===== src/design/bbu_pkg.sv =====
// Shared types and constants for the RGB background blend unit.
// No dependencies; used by the interfaces, the lane and the top level.
package bbu_pkg;

   localparam int unsigned ChanWidth = 8;
   localparam int unsigned KindWidth = 4;
   localparam int unsigned NumLanes  = 3;
   localparam int unsigned DivStages = 4;

   localparam logic [ChanWidth-1:0] ChanMax     = 8'd255;
   localparam logic [ChanWidth-1:0] OverlayKnee = 8'd128;
   localparam logic [15:0]          Recip255    = 16'd32897;

   typedef enum logic [KindWidth-1:0] {
      BBU_KEEP     = 4'd0,
      BBU_SET      = 4'd1,
      BBU_MULTIPLY = 4'd2,
      BBU_LIGHTEN  = 4'd3,
      BBU_DARKEN   = 4'd4,
      BBU_SCREEN   = 4'd5,
      BBU_DODGE    = 4'd6,
      BBU_CBURN    = 4'd7,
      BBU_ADD      = 4'd8,
      BBU_ALPHAADD = 4'd9,
      BBU_LBURN    = 4'd10,
      BBU_OVERLAY  = 4'd11,
      BBU_LERP     = 4'd12
   } bbu_kind_type;

   typedef struct packed {
      logic [KindWidth-1:0] kind;
      logic [ChanWidth-1:0] old_val;
      logic [ChanWidth-1:0] new_val;
      logic [15:0]          prod;
      logic                 dbl;
      logic                 neg;
      logic [8:0]           q255;
      logic [ChanWidth-1:0] den;
      logic [ChanWidth-1:0] rem;
      logic [ChanWidth-1:0] low;
      logic [ChanWidth-1:0] dq;
      logic                 ovf;
   } bbu_stage_type;

endpackage


===== src/design/bbu_if.sv =====
// Valid/ready channel interfaces for blend requests and blended results.
// Depends on bbu_pkg for the channel width.
interface bbu_req_if import bbu_pkg::*; ();
   logic                 valid;
   logic                 ready;
   logic [ChanWidth-1:0] old_red;
   logic [ChanWidth-1:0] old_green;
   logic [ChanWidth-1:0] old_blue;
   logic [ChanWidth-1:0] new_red;
   logic [ChanWidth-1:0] new_green;
   logic [ChanWidth-1:0] new_blue;
   logic [KindWidth-1:0] kind;
   logic [ChanWidth-1:0] alpha;

   modport source (output valid, old_red, old_green, old_blue, new_red, new_green,
                   new_blue, kind, alpha, input ready);
   modport sink   (input valid, old_red, old_green, old_blue, new_red, new_green,
                   new_blue, kind, alpha, output ready);
endinterface

interface bbu_rsp_if import bbu_pkg::*; ();
   logic                 valid;
   logic                 ready;
   logic [ChanWidth-1:0] out_red;
   logic [ChanWidth-1:0] out_green;
   logic [ChanWidth-1:0] out_blue;

   modport source (output valid, out_red, out_green, out_blue, input ready);
   modport sink   (input valid, out_red, out_green, out_blue, output ready);
endinterface


===== src/design/rgb_background_blend_unit_core.sv =====
// Blends an incoming RGB color onto a background color under one of thirteen
// layer modes, one item per clock while the output is not stalled. Three
// channel lanes (bbu_lane) run side by side through a five-register pipeline
// whose length is set by the 8-step divider for dodge and color burn (two
// steps per divider register); a shared output register merges the three lane
// results into one item and drives rsp_chan. The whole pipeline holds while a
// result waits on a low ready. No reset clearing pass is needed.
// Uses bbu_pkg, bbu_req_if, bbu_rsp_if and bbu_lane.
module rgb_background_blend_unit_core import bbu_pkg::*; (
   input  logic        clock,
   input  logic        reset,
   bbu_req_if.sink     req_chan,
   bbu_rsp_if.source   rsp_chan
);

   logic [DivStages:0]   vld_ff, vld_in;
   logic                 out_vld_ff, out_vld_in;
   logic [ChanWidth-1:0] lane_res [NumLanes];
   logic [ChanWidth-1:0] red_ff, green_ff, blue_ff;
   logic                 en;

   assign en             = !out_vld_ff || rsp_chan.ready;
   assign req_chan.ready = en;

   bbu_lane u_lane_red (
      .clock(clock), .en(en), .kind(req_chan.kind), .alpha(req_chan.alpha),
      .old_val(req_chan.old_red), .new_val(req_chan.new_red), .result(lane_res[0])
   );
   bbu_lane u_lane_green (
      .clock(clock), .en(en), .kind(req_chan.kind), .alpha(req_chan.alpha),
      .old_val(req_chan.old_green), .new_val(req_chan.new_green), .result(lane_res[1])
   );
   bbu_lane u_lane_blue (
      .clock(clock), .en(en), .kind(req_chan.kind), .alpha(req_chan.alpha),
      .old_val(req_chan.old_blue), .new_val(req_chan.new_blue), .result(lane_res[2])
   );

   assign vld_in     = {vld_ff[DivStages-1:0], req_chan.valid};
   assign out_vld_in = vld_ff[DivStages];

   always_ff @(posedge clock) begin
      if (reset) begin
         vld_ff     <= '0;
         out_vld_ff <= 1'b0;
      end else if (en) begin
         vld_ff     <= vld_in;
         out_vld_ff <= out_vld_in;
      end
   end

   always_ff @(posedge clock) begin
      if (en) begin
         red_ff   <= lane_res[0];
         green_ff <= lane_res[1];
         blue_ff  <= lane_res[2];
      end
   end

   assign rsp_chan.valid     = out_vld_ff;
   assign rsp_chan.out_red   = red_ff;
   assign rsp_chan.out_green = green_ff;
   assign rsp_chan.out_blue  = blue_ff;

   a_reset_clears: assert property (@(posedge clock)
      reset |=> (vld_ff == '0 && !out_vld_ff))
      else $error("pipeline valids not cleared by reset");

   a_accept_enters: assert property (@(posedge clock) disable iff (reset)
      (req_chan.valid && req_chan.ready) |=> vld_ff[0])
      else $error("accepted item missing from first stage");

   a_stall_holds: assert property (@(posedge clock) disable iff (reset)
      !en |=> ($stable(vld_ff) && $stable(red_ff) && out_vld_ff))
      else $error("pipeline moved during output stall");

   a_drain_reaches_out: assert property (@(posedge clock) disable iff (reset)
      (en && vld_ff[DivStages]) |=> out_vld_ff)
      else $error("last stage item lost before output register");

endmodule


===== src/design/bbu_lane.sv =====
// One color channel of the blend unit: operand select, multiply, divide by 255,
// pipelined 8-step divider for dodge and color burn, final combine. Uses bbu_pkg.
module bbu_lane import bbu_pkg::*; (
   input  logic                 clock,
   input  logic                 en,
   input  logic [KindWidth-1:0] kind,
   input  logic [ChanWidth-1:0] alpha,
   input  logic [ChanWidth-1:0] old_val,
   input  logic [ChanWidth-1:0] new_val,
   output logic [ChanWidth-1:0] result
);

   bbu_stage_type st_ff [DivStages+1];
   bbu_stage_type st_in [DivStages+1];

   function automatic bbu_stage_type div_step(input bbu_stage_type s);
      logic [8:0]    t;
      bbu_stage_type r;
      r = s;
      t = {s.rem, s.low[ChanWidth-1]};
      r.low = {s.low[ChanWidth-2:0], 1'b0};
      if (t >= {1'b0, s.den}) begin
         r.rem = ChanWidth'(t - {1'b0, s.den});
         r.dq  = {s.dq[ChanWidth-2:0], 1'b1};
      end else begin
         r.rem = t[ChanWidth-1:0];
         r.dq  = {s.dq[ChanWidth-2:0], 1'b0};
      end
      return r;
   endfunction

   always_comb begin
      logic [ChanWidth-1:0] mx, my, d, io, in_n;
      logic [15:0]          num;
      logic                 dbl, neg;
      io   = ChanMax - old_val;
      in_n = ChanMax - new_val;
      mx = '0; my = '0; dbl = 1'b0; neg = 1'b0; num = '0; d = '0;
      unique case (kind)
         BBU_MULTIPLY: begin mx = old_val; my = new_val; end
         BBU_SCREEN:   begin mx = io; my = in_n; end
         BBU_ALPHAADD: begin mx = alpha; my = new_val; end
         BBU_OVERLAY: begin
            dbl = 1'b1;
            if (new_val <= OverlayKnee) begin
               mx = new_val; my = old_val;
            end else begin
               mx = in_n; my = io;
            end
         end
         BBU_LERP: begin
            neg = new_val < old_val;
            mx  = neg ? old_val - new_val : new_val - old_val;
            my  = alpha;
         end
         BBU_DODGE: begin
            num = {new_val, 8'h00} - {8'h00, new_val};
            d   = io;
         end
         BBU_CBURN: begin
            num = {io, 8'h00} - {8'h00, io};
            d   = new_val;
         end
         default: begin end
      endcase
      st_in[0].kind    = kind;
      st_in[0].old_val = old_val;
      st_in[0].new_val = new_val;
      st_in[0].prod    = {8'h00, mx} * {8'h00, my};
      st_in[0].dbl     = dbl;
      st_in[0].neg     = neg;
      st_in[0].q255    = '0;
      st_in[0].den     = d;
      st_in[0].rem     = num[15:8];
      st_in[0].low     = num[7:0];
      st_in[0].dq      = '0;
      st_in[0].ovf     = num >= {d, 8'h00};
   end

   for (genvar k = 1; k <= DivStages; k++) begin : g_stage
      always_comb begin
         logic [16:0] n17;
         logic [32:0] t;
         st_in[k] = div_step(div_step(st_ff[k-1]));
         n17 = st_ff[k-1].dbl ? {st_ff[k-1].prod, 1'b0} : {1'b0, st_ff[k-1].prod};
         t   = {16'h0000, n17} * {17'h00000, Recip255};
         if (k == 1) begin
            st_in[k].q255 = t[31:23];
         end
      end
   end

   for (genvar k = 0; k <= DivStages; k++) begin : g_reg
      always_ff @(posedge clock) begin
         if (en) begin
            st_ff[k] <= st_in[k];
         end
      end
   end

   always_comb begin
      bbu_stage_type s;
      logic signed [10:0] o, n, q, dq, r;
      s  = st_ff[DivStages];
      o  = 11'(s.old_val);
      n  = 11'(s.new_val);
      q  = 11'(s.q255);
      dq = 11'(s.dq);
      unique case (s.kind)
         BBU_SET:      r = n;
         BBU_MULTIPLY: r = q;
         BBU_LIGHTEN:  r = (o > n) ? o : n;
         BBU_DARKEN:   r = (o < n) ? o : n;
         BBU_SCREEN:   r = 11'sd255 - q;
         BBU_DODGE:    r = s.ovf ? 11'sd255 : dq;
         BBU_CBURN:    r = s.ovf ? 11'sd0 : 11'sd255 - dq;
         BBU_ADD:      r = o + n;
         BBU_ALPHAADD: r = o + q;
         BBU_LBURN:    r = o + n - 11'sd255;
         BBU_OVERLAY:  r = (s.new_val <= OverlayKnee) ? q : 11'sd255 - q;
         BBU_LERP:     r = s.neg ? o - q : o + q;
         default:      r = o;
      endcase
      if (r < 0) begin
         result = '0;
      end else if (r > 11'sd255) begin
         result = ChanMax;
      end else begin
         result = r[ChanWidth-1:0];
      end
   end

endmodule


===== src/flat_wrapper.sv =====
// flat-port wrapper written by rule: the top's interface ports become plain ports
module rgb_background_blend_unit_core_flat import bbu_pkg::*;
  (clock, reset, req_chan_valid, req_chan_old_red, req_chan_old_green, req_chan_old_blue, req_chan_new_red, req_chan_new_green, req_chan_new_blue, req_chan_kind, req_chan_alpha, req_chan_ready, rsp_chan_valid, rsp_chan_out_red, rsp_chan_out_green, rsp_chan_out_blue, rsp_chan_ready);
  bbu_req_if req_chan_i ();
  bbu_rsp_if rsp_chan_i ();
  input  logic clock;
  input  logic reset;
  input wire logic [$bits(req_chan_i.valid)-1:0] req_chan_valid;
  input wire logic [$bits(req_chan_i.old_red)-1:0] req_chan_old_red;
  input wire logic [$bits(req_chan_i.old_green)-1:0] req_chan_old_green;
  input wire logic [$bits(req_chan_i.old_blue)-1:0] req_chan_old_blue;
  input wire logic [$bits(req_chan_i.new_red)-1:0] req_chan_new_red;
  input wire logic [$bits(req_chan_i.new_green)-1:0] req_chan_new_green;
  input wire logic [$bits(req_chan_i.new_blue)-1:0] req_chan_new_blue;
  input wire logic [$bits(req_chan_i.kind)-1:0] req_chan_kind;
  input wire logic [$bits(req_chan_i.alpha)-1:0] req_chan_alpha;
  output wire logic [$bits(req_chan_i.ready)-1:0] req_chan_ready;
  output wire logic [$bits(rsp_chan_i.valid)-1:0] rsp_chan_valid;
  output wire logic [$bits(rsp_chan_i.out_red)-1:0] rsp_chan_out_red;
  output wire logic [$bits(rsp_chan_i.out_green)-1:0] rsp_chan_out_green;
  output wire logic [$bits(rsp_chan_i.out_blue)-1:0] rsp_chan_out_blue;
  input wire logic [$bits(rsp_chan_i.ready)-1:0] rsp_chan_ready;
  assign req_chan_i.valid = req_chan_valid;
  assign req_chan_i.old_red = req_chan_old_red;
  assign req_chan_i.old_green = req_chan_old_green;
  assign req_chan_i.old_blue = req_chan_old_blue;
  assign req_chan_i.new_red = req_chan_new_red;
  assign req_chan_i.new_green = req_chan_new_green;
  assign req_chan_i.new_blue = req_chan_new_blue;
  assign req_chan_i.kind = req_chan_kind;
  assign req_chan_i.alpha = req_chan_alpha;
  assign req_chan_ready = req_chan_i.ready;
  assign rsp_chan_valid = rsp_chan_i.valid;
  assign rsp_chan_out_red = rsp_chan_i.out_red;
  assign rsp_chan_out_green = rsp_chan_i.out_green;
  assign rsp_chan_out_blue = rsp_chan_i.out_blue;
  assign rsp_chan_i.ready = rsp_chan_ready;
  rgb_background_blend_unit_core u_core (.clock(clock), .reset(reset), .req_chan(req_chan_i), .rsp_chan(rsp_chan_i));
endmodule

===== config.mk =====
export PLATFORM = sky130hd
export DESIGN_NAME = rgb_background_blend_unit_core_flat
export DESIGN_NICKNAME = d
export VERILOG_FILES = /design/src/design/bbu_pkg.sv /design/src/design/bbu_if.sv /design/src/design/rgb_background_blend_unit_core.sv /design/src/design/bbu_lane.sv /design/src/flat_wrapper.sv
export SDC_FILE = /design/constraint.sdc
export NUM_CORES = 2
export LEC_CHECK = 0
export ABC_AREA = 1
export ABC_CLOCK_PERIOD_IN_PS = 73400
export BUFFER_PORTS_ARGS = -buffer_cell sky130_fd_sc_hd__buf_2
export CAP_MARGIN = 20
export CORE_MARGIN = 10
export CORE_UTILIZATION = 65
export DETAILED_ROUTE_END_ITERATION = 12
export HOLD_SLACK_MARGIN = 0.12
export PLACE_DENSITY = 0.9
export SLEW_MARGIN = 15
export SYNTH_ARGS = -nofsm -noshare
export SYNTH_HDL_FRONTEND = slang
export SYNTH_SLANG_ARGS = --single-unit

===== constraint.sdc =====
create_clock -name clock -period 73.4 [get_ports clock]
set_clock_uncertainty 0.1 [all_clocks]
set_input_delay 14.68 -clock clock [delete_from_list [all_inputs] [get_ports clock]]
set_output_delay 14.68 -clock clock [all_outputs]
set_load 0.05 [all_outputs]

==> results.cfg <==
[run_status]
status = finished clean

[power_and_ir_drop]
leakagePower_nw = 29.5
ir_drop_v = 0.0000270
power.density_nw_per_um2 = 29.1

[setup_path]
critical_path_class = in -> out
rrSetupSlack_ns = 67.60
cpMaxStageDelayCell = nor2_1
path_common_cell = buf_2
arrival_ns = 15.95
path_cells = buf_2 -> nor2_1 -> inv_8 -> buf_2
rr_startpoint = u_core.u_lane_red.st_ff[0][43]
crit_buf_inv = 3
reg2reg_to = u_core.u_lane_blue.st_ff[0][121]
cpLargestDelayFamily = buffers and inverters
worstPathMaxFanout = 64
rr_worst_depth = 17
end_kind = output pin
startpoint_type = input port
required_ns = 58.62
slowest_delay_ns = 0.50

[synth]
synth_top_area_share_pct = 40.5
synthTopCellsByCount = nand2_1, inv_1, edfxtp_1, ha_1, nor2_1
synthSimpleGateAreaFrac_pct = 17.8
synth_area_um2 = 58100
synth_cells = 6452
yosysMostFrequentCell = nand2_1
synth_top_family_by_area = adder cells
netlist-cell-type-count = 77
syn_avg_cell_area_um2 = 9.01
synth-xor-area-share_pct = 3.11
synth_warnings = 0
synth_edf_count = 783
async_flop_share_pct = 0
synth_top_area_cell = edfxtp_1
synth_mux_area_share_pct = 0.0388
synthFlopType = edfxtp_1
synth_area_leaders = edfxtp_1, ha_1, nand2_1
seq_area_frac_synth_pct = 40.7
synth_fp_nets = 7352
synthAdderAreaFrac_pct = 19.9
ys_ff_latch = 789
synth_compound_area_share_pct = 11.3

[cts]
post-cts-setup-buffers = 0
cts_tree = done
cts.sinks = 789
post_cts_resize_count = 0
cts-root-buf = clkbuf_16
cts_buffers = 80
clk_latency_ns = 0.65
clk_pin_slew_worst_paths_ns = 0.07
holdBufCountCts = 0
clockBufferDepth = 3
htreeDepth = 3

[placed_design]
gp_congestion = 1.03
post_dp_cell_area_um2 = 59700
dp_hpwl_um = 120000
place.port_buffers = 89

[hold_path]
hp-start = u_core.u_lane_green.st_ff[0][274]
hp-class = reg -> reg
holdPathStages = 0
holdPathEnd = u_core.u_lane_green.st_ff[0][354]

[detailed_routing]
drtIter0Drc = 6177
drc = 0
num_vias = 47985
routed_wl_um = 162000
wl_per_cell_um = 20.9
vias_per_cell = 6.18
firstDrtPassIters = 8
ant_nets = 0

[sta]
max_slew_margin_pct = 25.1
finalCritPeriodShare_pct = 41.9
report.final.slew_viol_count = 0
tightestPinTransition_ns = 1.12
finalSetupViolations = 0
hold_violations = 0
maxClockFrequency_ghz = 0.0325
rsz0062_at_grt = no
setup_tns_ns = 0
period_minus_slack_ns = 30.73

[run]
maxCapViolations = 0

[finish]
design_area_um2 = 62500
drive_above_1_share_pct = 6.32
area_delta_synth_final_pct = 7.48
nets = 7439

[global_routing]
grt_overflow = 0
grt_max_degree = 215
grt_pass1_wl_um = 250000
antenna_found_initial = 15
grt_pass1_vias = 45732
grt_usage_pct = 30.6

[floorplan]
die_h_um = 319
fp-row-count = 109
die_w_um = 319
coreArea_um2 = 88500
io_pins = 90
die-area_um2 = 102000
start_util_pct = 65.6
## cell usage in the layout (no fill, tap or decap), drive strengths merged, types with 39 or more instances in the layout
cell / count
a21oi: 420
buf: 114
clkbuf: 89
edfxtp: 783
fa: 144
ha: 692
inv: 978
nand2: 1204
nand3: 321
nand4: 112
nor2: 580
nor3: 66
o21ai: 488
o22ai: 53
or2: 39
xnor2: 51
xor2: 155
## per-layer routing
layer	up-vias	share of wire [%]	GRT usage [%]
li1	22206	-	-
met1	22309	39	40.3
met2	2885	45	49.4
met3	583	11	5.78
met4	2	4.8	13.1
met5	-	0.0068	0
## flip-flops by register name (all words and copies together) (netlist names)
register	count
u_core.rsp_chan.out_red	8
u_core.rsp_chan.out_blue	8
u_core.vld_ff	5
u_core.u_lane_red.st_ff	266
u_core.rsp_chan.valid	1
u_core.u_lane_blue.st_ff	247
u_core.rsp_chan.out_green	8
u_core.u_lane_green.st_ff	246
## per-stage QoR
step | worst slack (ns) | hold WS, ns | power (mW) | utilization (%) | cells
after global placement | 42.68 | 0.301 | 1.31 | 67.4 | 7620
after CTS | 42.66 | 0.298 | 1.80 | 70.5 | 7761
after detailed placement | 42.66 | 0.305 | 1.36 | 67.4 | 7620
after floorplan | 28.42 | 0.300 | 1.18 | - | 6452
final | 42.67 | 0.293 | 1.82 | 70.6 | 7768
after global routing | 42.56 | 0.308 | 1.93 | 70.6 | 7766
## worst max path at each step
stage | cells past startpoint | slack (ns) | start | to
3_3_place_gp | 4 | 42.68 | rsp_chan_ready | req_chan_ready
2_1_floorplan | 2 | 28.42 | rsp_chan_ready | req_chan_ready
3_5_place_dp | 4 | 42.66 | rsp_chan_ready | req_chan_ready
5_1_grt | 4 | 42.56 | rsp_chan_ready | req_chan_ready
6_report | 4 | 42.67 | rsp_chan_ready | req_chan_ready
4_1_cts | 4 | 42.66 | rsp_chan_ready | req_chan_ready
## cells by family after synthesis
kind of cell | after synthesis
xor gates and xnor gates | 206
DFF | 789
and+or+nand+nor | 2367
adders and majority gates | 836
buffers and inverters | 1083
muxes | 2
AOI/OAI and AO/OA | 1169
## power breakdown
group	switching, mW	internal, mW	total, mW
combinational	0.494	0.273	0.767
clock	0.180	0.244	0.424
sequential	0.0397	0.589	0.629
## area by class of cell
| cell class | instances | area (µm²) |
|---|---|---|
| Clock buffer | 89 | 2060 |
| Antenna cell | 5 | 12.5 |
| Fill cell | 6277 | 26100 |
| Sequential cell | 789 | 23600 |
| Tap cell | 1165 | 1460 |
| Timing Repair Buffer | 114 | 698 |
| Clock inverter | 52 | 637 |
| Inverter | 974 | 3660 |
| Multi-Input combinational cell | 4580 | 30300 |
(Power assumes the default switching activity.)
